===== config.mk =====
export PLATFORM = sky130hd
export DESIGN_NAME = dshot_frame_transmitter_core
export DESIGN_NICKNAME = d
export VERILOG_FILES = /design/src/sv/dshtx_pkg.sv /design/src/sv/dshot_frame_transmitter_core.sv /design/src/sv/dshtx_frame_build.sv /design/src/sv/dshtx_engine.sv
export SDC_FILE = /design/constraint.sdc
export NUM_CORES = 1
export LEC_CHECK = 0
export BUFFER_PORTS_ARGS = -buffer_cell sky130_fd_sc_hd__buf_4
export CAP_MARGIN = 0
export CORE_UTILIZATION = 45
export CTS_CLUSTER_DIAMETER = 60
export DETAILED_ROUTE_END_ITERATION = 10
export PLACE_DENSITY = 0.66
export SETUP_SLACK_MARGIN = 0.2
export SYNTH_ARGS = -nofsm -noshare
export SYNTH_HDL_FRONTEND = slang
export SYNTH_SLANG_ARGS = --single-unit

===== constraint.sdc =====
create_clock -name clk -period 2.5 [get_ports clk]
set_clock_uncertainty 0.05 [all_clocks]
set_input_delay 0.625 -clock clk [delete_from_list [all_inputs] [get_ports clk]]
set_output_delay 0.625 -clock clk [all_outputs]
set_load 0.01 [all_outputs]

===== src/sv/dshtx_pkg.sv =====
// dshtx_pkg: shared types and constants for the DShot frame transmitter.
// No dependencies; used by every module of the block.
`timescale 1ns / 1ps
`default_nettype none

package dshtx_pkg;

	localparam int MAX_MOTORS = 4;
	localparam int VALUE_W    = 11;
	localparam int FRAME_BITS = 16;
	localparam int CSUM_W     = 4;
	localparam int BIT_POS_W  = 5;
	localparam int HIGH_W     = 4;
	localparam int CFG_IDX_W  = 2;
	localparam int CFG_DATA_W = 4;

	// item function codes
	localparam logic FUNC_START = 1'b0;
	localparam logic FUNC_TICK  = 1'b1;

	// register indexes
	localparam logic [CFG_IDX_W-1:0] REG_TELEMETRY  = 2'd0;
	localparam logic [CFG_IDX_W-1:0] REG_HIGH_ONE   = 2'd1;
	localparam logic [CFG_IDX_W-1:0] REG_HIGH_ZERO  = 2'd2;

	localparam logic [HIGH_W-1:0] HIGH_ONE_RST  = 4'd6;
	localparam logic [HIGH_W-1:0] HIGH_ZERO_RST = 4'd3;

	typedef struct packed {
		logic                               func;
		logic [MAX_MOTORS-1:0][VALUE_W-1:0] value;
	} item_t;

	typedef struct packed {
		logic              telemetry;
		logic [HIGH_W-1:0] high_one;
		logic [HIGH_W-1:0] high_zero;
	} cfg_t;

	typedef struct packed {
		logic [MAX_MOTORS-1:0] pins;
		logic                  busy;
		logic                  frame_end;
		logic                  start_rejected;
	} result_t;

endpackage

`default_nettype wire


===== src/sv/dshot_frame_transmitter_core.sv =====
// dshot_frame_transmitter_core: top level of the DShot frame transmitter.
// Depends on dshtx_pkg and dshtx_engine (which uses dshtx_frame_build).
//
// Usage:
//   Input channel (in_valid/in_stall, func, value_0..value_3): func = start
//   loads one frame per motor (11-bit value, telemetry bit, XOR checksum);
//   func = tick emits one sample of every motor pin. A start while a frame or
//   its trailing gap is still going out is dropped and flagged.
//   Output channel (out_valid/out_stall): exactly one result item per input
//   item: pin_levels, busy_res, frame_end, start_rejected.
//   Config port (cfg_we, cfg_index, cfg_data): 0 telemetry request,
//   1 high samples for a one bit, 2 high samples for a zero bit. Write only
//   while idle; index 3 is ignored.
// Timing:
//   An item is registered at acceptance and its result is registered in the
//   output register when stage 1 moves on. One item per cycle sustained while
//   out_stall is low; the limit is the single counter/frame-state update per
//   item in the engine.
// Reset: counters idle, frames zero, registers 0 / 6 / 3, both channels empty.
// Stall: a stalled result holds in the output register; the input register
//   still takes one more item, after which in_stall rises until out_stall
//   drops.
`timescale 1ns / 1ps
`default_nettype none

module dshot_frame_transmitter_core #(
	parameter int MOTOR_COUNT     = 4,
	parameter int SAMPLES_PER_BIT = 8,
	parameter int GAP_SAMPLES     = 16
) (
	input  wire logic                                clk,
	input  wire logic                                arst_n,
	// config write port
	input  wire logic                                cfg_we,
	input  wire logic [dshtx_pkg::CFG_IDX_W-1:0]     cfg_index,
	input  wire logic [dshtx_pkg::CFG_DATA_W-1:0]    cfg_data,
	// input channel
	input  wire logic                                in_valid,
	output logic                                     in_stall,
	input  wire logic                                func,
	input  wire logic [dshtx_pkg::VALUE_W-1:0]       value_0,
	input  wire logic [dshtx_pkg::VALUE_W-1:0]       value_1,
	input  wire logic [dshtx_pkg::VALUE_W-1:0]       value_2,
	input  wire logic [dshtx_pkg::VALUE_W-1:0]       value_3,
	// output channel
	output logic                                     out_valid,
	input  wire logic                                out_stall,
	output logic      [dshtx_pkg::MAX_MOTORS-1:0]    pin_levels,
	output logic                                     busy_res,
	output logic                                     frame_end,
	output logic                                     start_rejected
);

	dshtx_pkg::cfg_t    cfg_q;
	dshtx_pkg::item_t   item_s1;
	logic               valid_s1;
	dshtx_pkg::result_t res;
	dshtx_pkg::result_t out_q;
	logic               out_valid_q;
	logic               adv;
	logic               in_take;

	// ---- configuration registers ----
	always_ff @(posedge clk or negedge arst_n) begin
		if (!arst_n) begin
			cfg_q.telemetry <= 1'b0;
			cfg_q.high_one  <= dshtx_pkg::HIGH_ONE_RST;
			cfg_q.high_zero <= dshtx_pkg::HIGH_ZERO_RST;
		end else if (cfg_we) begin
			case (cfg_index)
				dshtx_pkg::REG_TELEMETRY: cfg_q.telemetry <= cfg_data[0];
				dshtx_pkg::REG_HIGH_ONE:  cfg_q.high_one  <= cfg_data;
				dshtx_pkg::REG_HIGH_ZERO: cfg_q.high_zero <= cfg_data;
				default: ;
			endcase
		end
	end

	// ---- handshake ----
	// stage 1 moves on when the output register is empty or being drained
	assign adv      = !out_valid_q || !out_stall;
	assign in_stall = valid_s1 && !adv;
	assign in_take  = in_valid && !in_stall;

	// ---- input register ----
	always_ff @(posedge clk or negedge arst_n) begin
		if (!arst_n) begin
			valid_s1 <= 1'b0;
		end else if (in_take) begin
			valid_s1 <= 1'b1;
		end else if (adv) begin
			valid_s1 <= 1'b0;
		end
	end

	always_ff @(posedge clk) begin
		if (in_take) begin
			item_s1.func     <= func;
			item_s1.value[0] <= value_0;
			item_s1.value[1] <= value_1;
			item_s1.value[2] <= value_2;
			item_s1.value[3] <= value_3;
		end
	end

	// ---- frame state and sampling ----
	dshtx_engine #(
		.MOTOR_COUNT     (MOTOR_COUNT),
		.SAMPLES_PER_BIT (SAMPLES_PER_BIT),
		.GAP_SAMPLES     (GAP_SAMPLES)
	) u_engine (
		.clk    (clk),
		.arst_n (arst_n),
		.step   (valid_s1 && adv),
		.item   (item_s1),
		.cfg    (cfg_q),
		.res    (res)
	);

	// ---- result register ----
	always_ff @(posedge clk or negedge arst_n) begin
		if (!arst_n) begin
			out_valid_q <= 1'b0;
		end else if (adv) begin
			out_valid_q <= valid_s1;
		end
	end

	always_ff @(posedge clk) begin
		if (adv && valid_s1) begin
			out_q <= res;
		end
	end

	assign out_valid      = out_valid_q;
	assign pin_levels     = out_q.pins;
	assign busy_res       = out_q.busy;
	assign frame_end      = out_q.frame_end;
	assign start_rejected = out_q.start_rejected;

	// ---- assertions ----
	// a rejected start only happens while a frame is in flight
	a_reject_busy: assert property (@(posedge clk) disable iff (!arst_n)
		out_valid && start_rejected |-> busy_res)
		else $error("rejected start without busy");

	// the frame ends on the item that leaves the block idle
	a_end_idle: assert property (@(posedge clk) disable iff (!arst_n)
		out_valid && frame_end |-> !busy_res)
		else $error("frame_end while still busy");

	// motors beyond the configured count never toggle
	a_unused_low: assert property (@(posedge clk) disable iff (!arst_n)
		out_valid |-> (4'(pin_levels >> MOTOR_COUNT) == 4'd0))
		else $error("unused motor pin driven");

	// an item in stage 1 that moves on shows up as a result next cycle
	a_no_loss: assert property (@(posedge clk) disable iff (!arst_n)
		valid_s1 && adv |=> out_valid)
		else $error("item lost between stages");

endmodule

`default_nettype wire


===== src/sv/dshtx_frame_build.sv =====
// dshtx_frame_build: builds one 16-bit DShot frame (value, telemetry bit, checksum).
// Depends on dshtx_pkg.
`timescale 1ns / 1ps
`default_nettype none

module dshtx_frame_build (
	input  wire logic [dshtx_pkg::VALUE_W-1:0]    value,
	input  wire logic                             telemetry,
	output logic      [dshtx_pkg::FRAME_BITS-1:0] frame
);

	logic [dshtx_pkg::VALUE_W:0]       data;
	logic [dshtx_pkg::CSUM_W-1:0]      csum;

	assign data  = {value, telemetry};
	// XOR of the three nibbles
	assign csum  = data[3:0] ^ data[7:4] ^ data[11:8];
	assign frame = {data, csum};

endmodule

`default_nettype wire


===== src/sv/dshtx_engine.sv =====
// dshtx_engine: frame store, bit/sample/gap counters and pin level logic.
// Depends on dshtx_pkg and dshtx_frame_build.
`timescale 1ns / 1ps
`default_nettype none

module dshtx_engine #(
	parameter int MOTOR_COUNT     = 4,
	parameter int SAMPLES_PER_BIT = 8,
	parameter int GAP_SAMPLES     = 16
) (
	input  wire logic               clk,
	input  wire logic               arst_n,
	input  wire logic               step,
	input  wire dshtx_pkg::item_t   item,
	input  wire dshtx_pkg::cfg_t    cfg,
	output dshtx_pkg::result_t      res
);

	localparam int SPB_W = $clog2(SAMPLES_PER_BIT);
	localparam int GAP_W = (GAP_SAMPLES > 0) ? $clog2(GAP_SAMPLES + 1) : 1;
	localparam int HW    = dshtx_pkg::HIGH_W;
	localparam int BPW   = dshtx_pkg::BIT_POS_W;
	localparam int FB    = dshtx_pkg::FRAME_BITS;
	localparam int NM    = dshtx_pkg::MAX_MOTORS;
	localparam logic [SPB_W-1:0] SPB_LAST = SPB_W'(SAMPLES_PER_BIT - 1);
	localparam logic [GAP_W-1:0] GAP_INIT = GAP_W'(GAP_SAMPLES);
	localparam logic [BPW-1:0]   LAST_BIT = BPW'(FB - 1);

	logic [FB-1:0]    frame_q [MOTOR_COUNT];
	logic [FB-1:0]    frame_new [MOTOR_COUNT];
	logic [BPW-1:0]   bit_pos_q;
	logic [SPB_W-1:0] sample_pos_q;
	logic [GAP_W-1:0] gap_q;
	logic             active_q;

	logic [BPW-1:0]   bit_pos_d;
	logic [SPB_W-1:0] sample_pos_d;
	logic [GAP_W-1:0] gap_d;
	logic [GAP_W-1:0] gap_dec;
	logic             active_d;
	logic             load;
	logic             is_start;
	logic             data_phase;
	logic [NM-1:0]    pin_raw;
	logic [3:0]       bit_sel;
	logic [HW-1:0]    sample_ext;

	assign is_start   = (item.func == dshtx_pkg::FUNC_START);
	assign data_phase = (bit_pos_q < BPW'(FB));
	assign bit_sel    = ~bit_pos_q[3:0];    // MSB first
	assign sample_ext = HW'(sample_pos_q);
	assign gap_dec    = (gap_q != '0) ? gap_q - GAP_W'(1) : gap_q;

	genvar m;
	generate
		for (m = 0; m < NM; m++) begin : g_motor
			if (m < MOTOR_COUNT) begin : g_on
				logic [HW-1:0] high_cnt;

				dshtx_frame_build u_build (
					.value     (item.value[m]),
					.telemetry (cfg.telemetry),
					.frame     (frame_new[m])
				);

				assign high_cnt   = frame_q[m][bit_sel] ? cfg.high_one : cfg.high_zero;
				assign pin_raw[m] = (sample_ext < high_cnt);

				always_ff @(posedge clk or negedge arst_n) begin
					if (!arst_n) begin
						frame_q[m] <= '0;
					end else if (load) begin
						frame_q[m] <= frame_new[m];
					end
				end
			end else begin : g_off
				assign pin_raw[m] = 1'b0;
			end
		end
	endgenerate

	always_comb begin
		bit_pos_d          = bit_pos_q;
		sample_pos_d       = sample_pos_q;
		gap_d              = gap_q;
		active_d           = active_q;
		load               = 1'b0;
		res.pins           = '0;
		res.frame_end      = 1'b0;
		res.start_rejected = 1'b0;
		if (is_start) begin
			if (active_q) begin
				res.start_rejected = 1'b1;
			end else begin
				load         = 1'b1;
				bit_pos_d    = '0;
				sample_pos_d = '0;
				gap_d        = GAP_INIT;
				active_d     = 1'b1;
			end
		end else if (active_q) begin
			if (data_phase) begin
				res.pins = pin_raw;
				if (sample_pos_q == SPB_LAST) begin
					sample_pos_d = '0;
					bit_pos_d    = bit_pos_q + BPW'(1);
					if (bit_pos_q == LAST_BIT && gap_q == '0) begin
						active_d      = 1'b0;
						res.frame_end = 1'b1;
					end
				end else begin
					sample_pos_d = sample_pos_q + SPB_W'(1);
				end
			end else begin
				gap_d = gap_dec;
				if (gap_dec == '0) begin
					active_d      = 1'b0;
					res.frame_end = 1'b1;
				end
			end
		end
		res.busy = active_d;
	end

	always_ff @(posedge clk or negedge arst_n) begin
		if (!arst_n) begin
			bit_pos_q    <= '0;
			sample_pos_q <= '0;
			gap_q        <= '0;
			active_q     <= 1'b0;
		end else if (step) begin
			bit_pos_q    <= bit_pos_d;
			sample_pos_q <= sample_pos_d;
			gap_q        <= gap_d;
			active_q     <= active_d;
		end
	end

endmodule

`default_nettype wire

* Yosys cells after proc, flatten, opt, wreduce, memory -nomap -nowiden
Index checks and enable logic that the tools add are counted.
** Storage, ports and cells
- Bits in latches :: 0
- Memories :: 0
- Input port bits :: 56
- Memory bits (read-only) :: 0
- Register bits :: 141
- Bits in writable memories :: 0
** Cells by class
- Div/mod/pow operators :: 0
- Mux-type cells :: 42
- $lt $le $gt $ge :: 6
- Add/sub/neg operators :: 3
- Multipliers :: 0
- Reductions and logical operators :: 22
- Shifts and indexed selects :: 0
- Bitwise operators :: 9
- Equality and inequality tests :: 9
** Operators with widths (number)
- two-way mux 5 bit :: 10
- bitwise XOR 4 bit :: 8
- two-way mux 1 bit :: 19
- binary-select mux 1 bit (select 4 bit) :: 4
- less-than comparator 3 x 4 -> 1 bit :: 4
- two-way mux 4 bit :: 4
- two-way mux 3 bit :: 5
- zero test 5 bit :: 2
- != test 2 bit (second input constant) :: 4
- AND reduction 2 bit :: 4
- AND reduction 4 bit :: 2
- adder 5 x 1 -> 5 bit (second input constant) :: 1
- equality test 5 x 4 -> 1 bit (second input constant) :: 1
- less-than comparator 4 x 5 -> 1 bit (second input constant) :: 1
- less-than comparator 5 bit (second input constant) :: 1
- AND reduction 5 bit :: 1
- nonzero test 5 bit :: 1
- subtractor 5 x 1 -> 5 bit (second input constant) :: 1
- logical AND 1 bit :: 4
- zero test 1 bit :: 4
- inverter 4 bit :: 1
- adder 3 x 1 -> 3 bit (second input constant) :: 1
- equality test 3 bit (second input constant) :: 1
- AND reduction 3 bit :: 1
- 6 further kinds :: 6

* Depth between registers and ports, before layout
Gate-level depths: netlist of run 1.
- Depth after elaboration :: 7
- Gate-level depth with buffers :: 12
- Gate-level depth less buffers :: 10

* Hierarchy
A second synthesis of run 1 with hierarchy kept.
** Unflattened totals
- Cells, all modules :: 468
- Area total of the unflattened synthesis :: 6907.9 µm²
** Modules (own cells, without submodules)
- dshtx_engine :: instances 1, cells an instance 323, area an instance 4165.2 µm²
- dshot_frame_transmitter_core :: instances 1, cells an instance 81, area an instance 2001.9 µm²
- dshtx_frame_build :: instances 4, cells an instance 16, area an instance 185.2 µm²

* Worst setup path before layout of run 1
Ideal clock, no wire load.
- Kind :: reg2reg
- Start :: register u_engine.bit_pos_q[0]
- End :: register out_q, in the netlist pin_levels[1] (data pin)
- Clock period less this slack :: 2.542 ns
- Stages on the path, launching flop included :: 13
- Path buffers :: 2
- Setup slack :: -0.042 ns
- Data required time :: 2.319 ns
- Library setup time :: 0.131 ns
- Data arrival time :: 2.361 ns
- Cells stage by stage :: dfrtp_1 > buf_6 > buf_4 > mux2i_1 > a22oi_1 > o221ai_1 > mux2i_2 > mux2i_1 > ha_1 > o21ai_0 > nand2b_1 > a31oi_1 > a22o_1
** On the way
- Word-level cells in the longest chain between the ends :: 5
- Elaborated cells between the ends (all ways) :: 7
- Those cells by class :: order compare: 2; mux: 3; bitwise: 1; reduce/logical: 1
** Ends and longest elaborated chain
- from (decl) :: line dshtx_engine.sv:31 : logic [BPW-1:0] bit_pos_q;
- from (signal assigned) :: line dshtx_engine.sv:132 : bit_pos_q <= bit_pos_d;
- inverter 4 bit :: line dshtx_engine.sv:50 : assign bit_sel = ~bit_pos_q[3:0];
- binary-select mux 1 bit (select 4 bit) :: line dshtx_engine.sv:66 : assign high_cnt = frame_q[m][bit_sel] ? cfg.high_one : cfg.high_zero;
- two-way mux 1 bit (implied by the code) :: line dshtx_engine.sv:66
- two-way mux 4 bit :: line dshtx_engine.sv:66
- less-than comparator 3 x 4 -> 1 bit :: line dshtx_engine.sv:67 : assign pin_raw[m] = (sample_ext < high_cnt);
- to (signal assigned) :: line dshot_frame_transmitter_core.sv:131 : out_q <= res;
- to (decl) :: line dshot_frame_transmitter_core.sv:58 : dshtx_pkg::result_t out_q;
Parallel ways exist; a longest one is shown, timed or not. The select of a mux whose other input is x is not followed.
A chain may end at the register's enable or synchronous reset.

* Worst setup path after layout of run 1
- Start :: register u_engine.bit_pos_q[0]
- End :: register out_q, in the netlist pin_levels[2] (data pin)
The elaborated chain is that of the path after synthesis.

==> results of run 1 <==
-- flip-flops by register name, summed over array words and instances (netlist names) --
signal,cells
u_engine.gap_q,5
u_engine.sample_pos_q,3
u_engine.bit_pos_q,5
cfg_q,9
frame_end,1
u_engine.active_q,1
busy_res,1
pin_levels,4
out_valid,1
start_rejected,1
u_engine.frame_q,61
valid_s1,1
item_s1,45
-- metrics by stage --
stage | power, mW | hold WS [ps]
2_1_floorplan | 5.06 | 279
3_3_place_gp | 5.84 | 423
3_5_place_dp | 5.95 | 442
4_1_cts | 8.66 | 86.4
5_1_grt | 9.14 | 105
6_report | 8.66 | 84.2
-- report_power, final --
group / leakage, nW / total (mW) / switching, mW / internal [mW]
combinational: 1.52 / 2.73 / 1.07 / 1.65
sequential: 1.51 / 3.37 / 0.437 / 2.94
clock: 0.292 / 2.56 / 1.05 / 1.51
-- synth_stat cells, types with 5 or more instances --
cell type and count:
xnor2_1 32, nor3_1 5, a31oi_1 5, mux2_2 75, nor2_1 6, nand3b_1 8, mux2i_1 24, ha_1 16
mux4_1 8, o21ai_0 18, clkbuf_1 13, nand2_1 16, edfxtp_1 52, nand2b_1 10, a22o_1 5, dfrtp_1 82
inv_1 9, nor2b_1 6
-- repair_timing --
action                                  in CTS  in global routing
setup buffers                                1                  3
gates resized for setup                      5                 11
endpoints found under the setup margin       5                  9
pin swaps                                    0                  4
cloned                                       1                  0
-- cell families (layout without fill, tap and decap cells) --
family	after synthesis	count (layout)	synth area share
compound gates	46	46	0.0488
xor+xnor	32	32	0.0429
fa+ha+maj	16	16	0.0306
buf+inv	30	144	0.0207
flops	138	138	0.569
mux	120	120	0.229
simple gates	69	69	0.0589
-- how the worst min path moves through the flow --
stage	startpoint	to	slack [ps]	cells after the start
4_1_cts	arst_n	u_engine.gap_q[4]	90	1
2_1_floorplan	arst_n	cfg_q[2]	280	0
3_5_place_dp	u_engine.frame_q[43]	u_engine.frame_q[43]	440	1
6_report	arst_n	u_engine.gap_q[2]	80	1
3_3_place_gp	valid_s1	out_valid	420	1
5_1_grt	arst_n	u_engine.gap_q[4]	110	1
-- cell usage in the layout, fill, tap and decap left out, types with 6 or more instances in the layout --
cell / instances
edfxtp_1: 52
nor2b_1: 6
mux2i_4: 6
clkbuf_16: 18
mux2_2: 75
xnor2_1: 32
o21ai_0: 14
nand2_1: 16
mux2i_1: 24
buf_4: 94
nand2b_1: 10
inv_6: 6
dfrtp_1: 81
mux4_2: 8
ha_1: 13
nand3b_1: 8
inv_1: 9
-- cell type report --
class,count,area share
repair buffers,102,0.104
clock inverters,15,0.0220
well taps,180,0.0276
clock buffers,17,0.0522
inverters,10,0.00507
flip-flops and latches,138,0.456
multi-input cells,283,0.333
-- worst max-delay path: stages (launching register included) --
cell      delay, ps
dfrtp_2         450
buf_12          160
mux4_2          540
mux2i_4         240
mux2i_4         120
mux2i_1         170
ha_1            280
o21ai_1          50
nand2b_1         90
a31oi_1          90
a22o_1          210
-- routing by layer --
| layer | vias to the layer above | part of all wire | track usage |
|---|---|---|---|
| li1 | 1874 | - | - |
| met5 | - | 0 | 0 |
| met1 | 1954 | 0.45 | 0.240 |
| met3 | 13 | 0.034 | 0.0479 |
| met2 | 81 | 0.50 | 0.307 |
| met4 | 0 | 0.013 | 0.0747 |
==> flow_summary.json, run 1 <==
{
  "setup_viol_count_final": 4,
  "maxCapViolCount": 0,
  "clk_pin_slew_ps": 70,
  "cts_tree": "built",
  "post_drt_via_cell_ratio": 5.26,
  "clockRootBuffer": "clkbuf_16",
  "n_antenna_cell": 0,
  "antenna_found_initial": 0,
  "hp-class": "in2async",
  "leakage_nw": 3.31,
  "synth_top_area_cell": "dfrtp_1",
  "crit_arrival_ps": 2830,
  "numCtsBuffers": 17,
  "die-area_sq_um": 15000,
  "cp_max_fo": 7,
  "synth_area_leaders": "dfrtp_1 (31%), edfxtp_1 (24%), mux2_2 (13%)",
  "period_needed_ps": 2710,
  "die_x_um": 123,
  "multiInputGateArea_sq_um": 2710,
  "hold_viol": 0,
  "cts_hold_buf": 0,
  "synth_edf_count": 52,
  "final_area_sq_um": 8150,
  "synthesis.nets": 523,
  "r2r-start": "u_engine.bit_pos_q[0]",
  "regArea_sq_um": 3720,
  "synth_top_area_frac": 0.314,
  "clock_latency_ps": 420,
  "setup_slack_ps": -209,
  "vias": 3922,
  "drt-total-wl_um": 12600,
  "yosysSeqAreaShare": 0.569,
  "drt_first_iter_violations": 177,
  "drc": 0,
  "place_inst": 708,
  "slew_headroom": 0.519,
  "fmax_mhz": 369,
  "syn-cell-area_sq_um": 6540,
  "violations": "setup timing",
  "async_flop_share": 0.623,
  "max-vdd-ir-drop_v": 0.000701,
  "p_per_area_nw_per_um2": 1060,
  "dp_hpwl_um": 8640,
  "required_ps": 2620,
  "n_fill_cell": 1107,
  "ant_nets": 0,
  "grtUsageTotal": 0.188,
  "place_ws_ps": -183,
  "grt-ovfl-total": 0,
  "utilization": 0.580,
  "r2r_cells": 10,
  "num_rows": 43,
  "area_growth_syn_to_layout_pct": 24.6,
  "grt_max_degree": 62,
  "worstSetupEndpointType": "register",
  "yosys_warnings": 0,
  "crit_path_start": "u_engine.bit_pos_q[0]",
  "tns_ps": -707,
  "synth_seq_cells": 138,
  "drtPass1Iterations": 4,
  "synth.avg_cell_area_sq_um": 14.5,
  "place_congestion": 0.783,
  "start_util": 0.466,
  "maxSlewViolCount": 0,
  "grt_pass1_wl_um": 20900,
  "io_buffers": 64,
  "cts_num_sinks": 138,
  "start_kind": "register",
  "ys.flop_type": "dfrtp_1",
  "regToRegSetupSlack_ps": -210,
  "worst_slew_pin_slew_ps": 722,
  "path_class": "reg2reg",
  "drive_above_1_share": 0.435,
  "finalCritPeriodShare": 1.08,
  "status": "complete, but fails checks",
  "final_cell_count_no_fill": 745,
  "r2r_end": "pin_levels[2]",
  "io_pins": 65,
  "fp.coreArea_sq_um": 14000,
  "rsz0062_at_grt": "true",
  "cts.htree.levels": 4,
  "routedWlPerCell_um": 16.9,
  "syn_inst": 451,
  "endpoint": "pin_levels[2]",
  "grt_pass1_vias": 4175,
  "synthDistinctLibCells": 47,
  "placed_area_sq_um": 7420,
  "cts_buffer_depth": 2,
  "die_h_um": 123,
  "final_nets": 624
}
(Power assumes the default switching activity.)
==> run 2: changes to the inputs <==
--- a/config.mk
+++ b/config.mk
@@ -7,10 +7,11 @@
 export LEC_CHECK = 0
 export BUFFER_PORTS_ARGS = -buffer_cell sky130_fd_sc_hd__buf_4
 export CAP_MARGIN = 0
+export CORE_ASPECT_RATIO = 1.4
 export CORE_UTILIZATION = 45
 export CTS_CLUSTER_DIAMETER = 60
 export DETAILED_ROUTE_END_ITERATION = 10
-export PLACE_DENSITY = 0.66
+export PLACE_DENSITY = 0.75
 export SETUP_SLACK_MARGIN = 0.2
 export SYNTH_ARGS = -nofsm -noshare
 export SYNTH_HDL_FRONTEND = slang
==> run 2 against run 1 <==
The flow still finishes with violations (setup timing). Highest routed layer unchanged. Final area down 0.29%. Global-route usage fell by 0.89 points. Critical path depth increased by 1. Critical path type unchanged.
==> flow_summary.json, run 2 (synthesized netlist as in run 1, its figures left out) <==
{
  "fmax_mhz": 364,
  "drc": 0,
  "violations": "setup timing",
  "cts_buffer_depth": 2,
  "final_cell_count_no_fill": 746,
  "reg_top3": "u_engine.frame_q: 61 flops, item_s1: 45 flops, cfg_q: 9 flops",
  "clockRootBuffer": "clkbuf_16",
  "largest_reg_flops": 61,
  "use_met2": 0.329,
  "required_ps": 2620,
  "n_fill_cell": 1105,
  "grtUsageTotal": 0.180,
  "start_kind": "register",
  "place_congestion": 0.758,
  "cp_max_fo": 9,
  "grt_max_degree": 62,
  "grt_pass1_vias": 4285,
  "path_class": "reg2reg",
  "grtUsageMet1": 0.191,
  "final_nets": 620,
  "start_util": 0.466,
  "crit_arrival_ps": 2860,
  "maxSlewViolCount": 0,
  "utilization": 0.579,
  "grt_pass1_wl_um": 20700,
  "maxCapViolCount": 0,
  "period_needed_ps": 2750,
  "tns_ps": -925,
  "vias": 3971,
  "ant_nets": 0,
  "cts_tree": "built",
  "slew_headroom": 0.540,
  "die_x_um": 104,
  "final_cell_mix": "buf_4 (92), dfrtp_1 (80), mux2_2 (75)",
  "cts_num_sinks": 138,
  "dp_hpwl_um": 8780,
  "grt-ovfl-total": 0,
  "p_per_area_nw_per_um2": 1060,
  "worstSetupEndpointType": "register",
  "die_h_um": 145,
  "worst_slew_pin_slew_ps": 689,
  "fp.coreArea_sq_um": 14000,
  "holdWs_ps": 133,
  "max-vdd-ir-drop_v": 0.000581,
  "status": "complete, but fails checks",
  "routedWlPerCell_um": 17.0,
  "rsz0062_at_grt": "true",
  "io_buffers": 64,
  "drive_above_1_share": 0.430,
  "num_rows": 51,
  "antenna_found_initial": 0,
  "grt.busiest_layer": "met2",
  "place_inst": 707,
  "post_drt_via_cell_ratio": 5.32,
  "cts.htree.levels": 4,
  "layout_commonest_cell": "buf_4",
  "grt_use_met3": 0.0482,
  "hp-class": "in2async",
  "hold_viol": 0,
  "clk_pin_slew_ps": 60,
  "finalCritPeriodShare": 1.10,
  "die-area_sq_um": 15000,
  "setup_viol_count_final": 4,
  "drtPass1Iterations": 5,
  "drt_first_iter_violations": 152,
  "n_antenna_cell": 0,
  "top_register": "u_engine.frame_q",
  "numCtsBuffers": 17,
  "area_growth_syn_to_layout_pct": 24.3,
  "clock_latency_ps": 410,
  "setup_slack_ps": -248,
  "leakage_nw": 3.29,
  "io_pins": 65,
  "drt-total-wl_um": 12600
}
run 2: changes by cell type in the layout (fill, tap and decap cells not counted), moves of 2 or more:
cell / before / now
inv_6: 6 / 0
buf_6: 3 / 0
inv_8: 3 / 0
buf_4: 94 / 92
clkbuf_1: 0 / 2
clkbuf_8: 0 / 2
clkinv_2: 0 / 2
clkinvlp_4: 3 / 5
run 2: layout make-up:
type / count / area, sq um / share of cell area
clock buffer: 22 / 485 / 0.0597
clock inverter: 10 / 115 / 0.0142
inverter: 10 / 41.3 / 0.00508
multi-input combinational: 283 / 2720 / 0.334
sequential: 138 / 3720 / 0.458
tap: 185 / 231 / 0.0285
timing repair buffer: 98 / 816 / 0.100
run 2: report_power, final:
part,switching [mW],internal (mW),leakage [nW]
Clock,0.930,1.58,0.284
Combinational,1.09,1.64,1.50
Sequential,0.432,2.94,1.50
Total,2.46,6.16,3.29
run 2: worst paths after layout:
path	startpoint	endpoint	slack, ps	cells after the start
worst max-delay path	u_engine.bit_pos_q[0]	pin_levels[2]	-250	11
worst min-delay path	arst_n	cfg_q[8]	130	1
worst max register to register	u_engine.bit_pos_q[0]	pin_levels[2]	-250	11
worst min register to register	valid_s1	out_valid	450	1
max in group asynchronous	arst_n	u_engine.bit_pos_q[1]	1620	2
min in group clk	value_2[6]	item_s1[28]	330	1
run 2: worst max-delay path: stages (launching register included):
cell	delay (ps)
dfrtp_2	400
buf_12	140
buf_4	110
mux4_2	510
mux2i_4	210
mux2i_4	110
mux2i_1	160
ha_2	340
o21ai_2	50
nand2b_1	100
a31oi_1	90
a22o_1	240
run 2: routing by layer:
metal,part of all wire,vias up
met2,0.56,73
met3,0.029,26
met5,0,-
met1,0.39,2016
li1,-,1856
met4,0.020,0
run 2: through the flow:
step	instance area, sq um	worst slack (ps)	total power [mW]
5_1_grt	8130	-365	9.06
2_1_floorplan	6520	39.4	5.06
3_3_place_gp	7390	-83.7	5.77
4_1_cts	8000	-208	8.48
3_5_place_dp	7390	-229	5.92
6_report	8130	-248	8.61
run 2: timing repair:
item                                   in CTS  in global routing
endpoints found under the hold margin       0                  0
hold buffers                                0                  0
cloned                                      0                  1
resized for setup                           4                  8
setup endpoints to repair                   7                  8
pin swaps                                   0                  5
setup buffers                               0                  6
==> run 3: changes to the inputs <==
--- a/config.mk
+++ b/config.mk
@@ -5,6 +5,7 @@
 export SDC_FILE = /design/constraint.sdc
 export NUM_CORES = 1
 export LEC_CHECK = 0
+export ABC_AREA = 1
 export BUFFER_PORTS_ARGS = -buffer_cell sky130_fd_sc_hd__buf_4
 export CAP_MARGIN = 0
 export CORE_ASPECT_RATIO = 1.4
==> run 3 against run 2 <==
The flow now finishes without violations. Synthesized cell count increased by 54%. Critical path depth increased by 1. Sequential power about the same. Routed wire length increased by 4.3%. Synthesized area decreased by 1.5%. Final cell count increased by 29%. Maximum frequency increased by 28%. Final area decreased by 4.3%. Worst hold slack improved by 23 ps. Total power increased by 1.5%. Largest cell class unchanged. Highest routed layer unchanged.
==> flow_summary.json, run 3 <==
{
  "status": "complete, no violations",
  "synth_top_area_cell": "dfrtp_1",
  "synth_compound_area_frac": 0.0816,
  "syn_inst": 695,
  "synth_top_area_frac": 0.319,
  "synthSimpleGateAreaFrac": 0.206,
  "place_inst": 930,
  "syn-cell-area_sq_um": 6440,
  "grtUsageTotal": 0.196,
  "yosysSeqAreaShare": 0.577,
  "utilization": 0.559,
  "synth_commonest_cells": "nand2_1 (203), dfrtp_1 (82), nand3_1 (67)",
  "area_growth_syn_to_layout_pct": 20.8,
  "cts_buffer_depth": 2,
  "synth_area_leaders": "dfrtp_1 (32%), edfxtp_1 (24%), nand2_1 (12%)",
  "fp.coreArea_sq_um": 13900,
  "final_cell_mix": "nand2_1 (203), dfrtp_1 (82), buf_4 (69)",
  "start_util": 0.463,
  "ant_nets": 0,
  "post_drt_via_cell_ratio": 4.98,
  "clock_latency_ps": 420,
  "ys.flop_type": "dfrtp_1",
  "fmax_mhz": 466,
  "grt-ovfl-total": 0,
  "crit_arrival_ps": 2370,
  "worstSetupEndpointType": "register",
  "largest_reg_flops": 61,
  "io_buffers": 64,
  "routedWlPerCell_um": 13.7,
  "synth_seq_cells": 138,
  "final_area_sq_um": 7780,
  "cts.htree.levels": 4,
  "cp_max_fo": 34,
  "grt_max_degree": 46,
  "die_h_um": 144,
  "slew_headroom": 0.626,
  "synthesis.nets": 767,
  "cts_hold_buf": 0,
  "internal-power_mw": 5.71,
  "async_flop_share": 0.623,
  "die-area_sq_um": 14800,
  "netSwitchingFraction": 0.347,
  "yosys_warnings": 0,
  "maxCapViolCount": 0,
  "worst_slew_pin_slew_ps": 561,
  "p_clk_frac": 0.297,
  "maxSlewViolCount": 0,
  "cts_tree": "built",
  "synth_adder_area_share": 0.0311,
  "period_needed_ps": 2150,
  "tns_ps": 0,
  "drt-total-wl_um": 13200,
  "clockRootBuffer": "clkbuf_16",
  "io_pins": 65,
  "drt_first_iter_violations": 317,
  "leakage_nw": 3.59,
  "start_kind": "register",
  "die_x_um": 103,
  "grt_pass1_vias": 4753,
  "numCtsBuffers": 17,
  "synth_top_family_by_area": "simple AND/OR/NAND/NOR gates",
  "n_antenna_cell": 0,
  "p_switching_mw": 3.03,
  "num_rows": 51,
  "place_ws_ps": 284,
  "pwr-share-comb": 0.315,
  "yosysMostFrequentCell": "nand2_1",
  "vias": 4793,
  "seqPwrFrac": 0.388,
  "reg_top3": "u_engine.frame_q: 61 flops, item_s1: 45 flops, cfg_q: 9 flops",
  "placed_area_sq_um": 7150,
  "cts_num_sinks": 138,
  "setup_slack_ps": 353,
  "p_total_mw": 8.74,
  "holdWs_ps": 156,
  "synth_xor_area_frac": 0.0245,
  "drtPass1Iterations": 5,
  "final_cell_count_no_fill": 962,
  "drive_above_1_share": 0.208,
  "finalCritPeriodShare": 0.859,
  "synth.avg_cell_area_sq_um": 9.27,
  "clk_pin_slew_ps": 60,
  "synthDistinctLibCells": 33,
  "drc": 0,
  "antenna_found_initial": 0,
  "rsz0062_at_grt": "true",
  "top_register": "u_engine.frame_q",
  "p_per_area_nw_per_um2": 1120,
  "place_congestion": 0.868,
  "path_class": "reg2reg",
  "grt_pass1_wl_um": 21900,
  "setup_viol_count_final": 0,
  "max-vdd-ir-drop_v": 0.000598,
  "layout_commonest_cell": "nand2_1",
  "hold_viol": 0,
  "hp-class": "in2async",
  "synth_edf_count": 52,
  "synth_mux_area_frac": 0.0124,
  "final_nets": 836,
  "dp_hpwl_um": 9320,
  "required_ps": 2720
}
-- run 3: what timing repair did --
action,in CTS,in global routing
setup endpoints to repair,0,4
buffers inserted,0,0
resized for setup,0,5
-- run 3: worst paths after layout --
path                                       start  slack, ps  depth (start not counted)              endpoint
max                        u_engine.bit_pos_q[0]        350                         12         pin_levels[0]
min                                       arst_n        160                          1  u_engine.frame_q[18]
max reg2reg                u_engine.bit_pos_q[0]        350                         12         pin_levels[0]
min reg2reg                             valid_s1        410                          2             out_valid
max in group asynchronous                 arst_n       1550                          2              cfg_q[5]
min in group clk                            func        330                          1           item_s1[44]
-- run 3: layout make-up --
type,count,area (sq um)
sequential,138,3720
tap,185,231
multi-input combinational,449,2290
fill,1240,6130
inverter,85,327
clock buffer,21,440
clock inverter,11,171
timing repair buffer,73,598
-- run 3: per-layer routing --
metal	up-vias	part of all wire	track usage
met5	-	0	0
met4	0	0.026	0.0867
met3	27	0.026	0.0413
met2	85	0.56	0.360
met1	2252	0.39	0.214
li1	2429	-	-
-- run 3: power by group through the flow --
stage | Combinational [mW] | Clock [mW] | Sequential [mW]
2_1_floorplan | 2.11 | 0 | 3.30
3_3_place_gp | 2.65 | 0 | 3.40
3_5_place_dp | 2.71 | 0 | 3.41
4_1_cts | 2.75 | 2.63 | 3.38
5_1_grt | 3.16 | 2.73 | 3.45
6_report | 2.76 | 2.60 | 3.39
-- run 3: kinds of logic (layout without fill, tap and decap cells) --
kind of cell	after synthesis	count (layout)
flip-flops	138	138
adder cells (fa/ha/maj)	16	16
XOR/XNOR	18	18
buffers and inverters	108	190
multiplexers	8	8
AO/OA/AOI/OAI	93	93
AND/OR/NAND/NOR	314	314
-- run 3: critical path, cell delays in order, from the launching register on --
cell     delay (ps)
dfrtp_1         440
inv_4           280
nand2_1         100
nand3_1         100
nand3_1          70
nand2_1         100
inv_2            40
nand2_2         120
mux2i_1         200
ha_1            240
nand2_1          70
nand2_1          50
a21oi_1         120
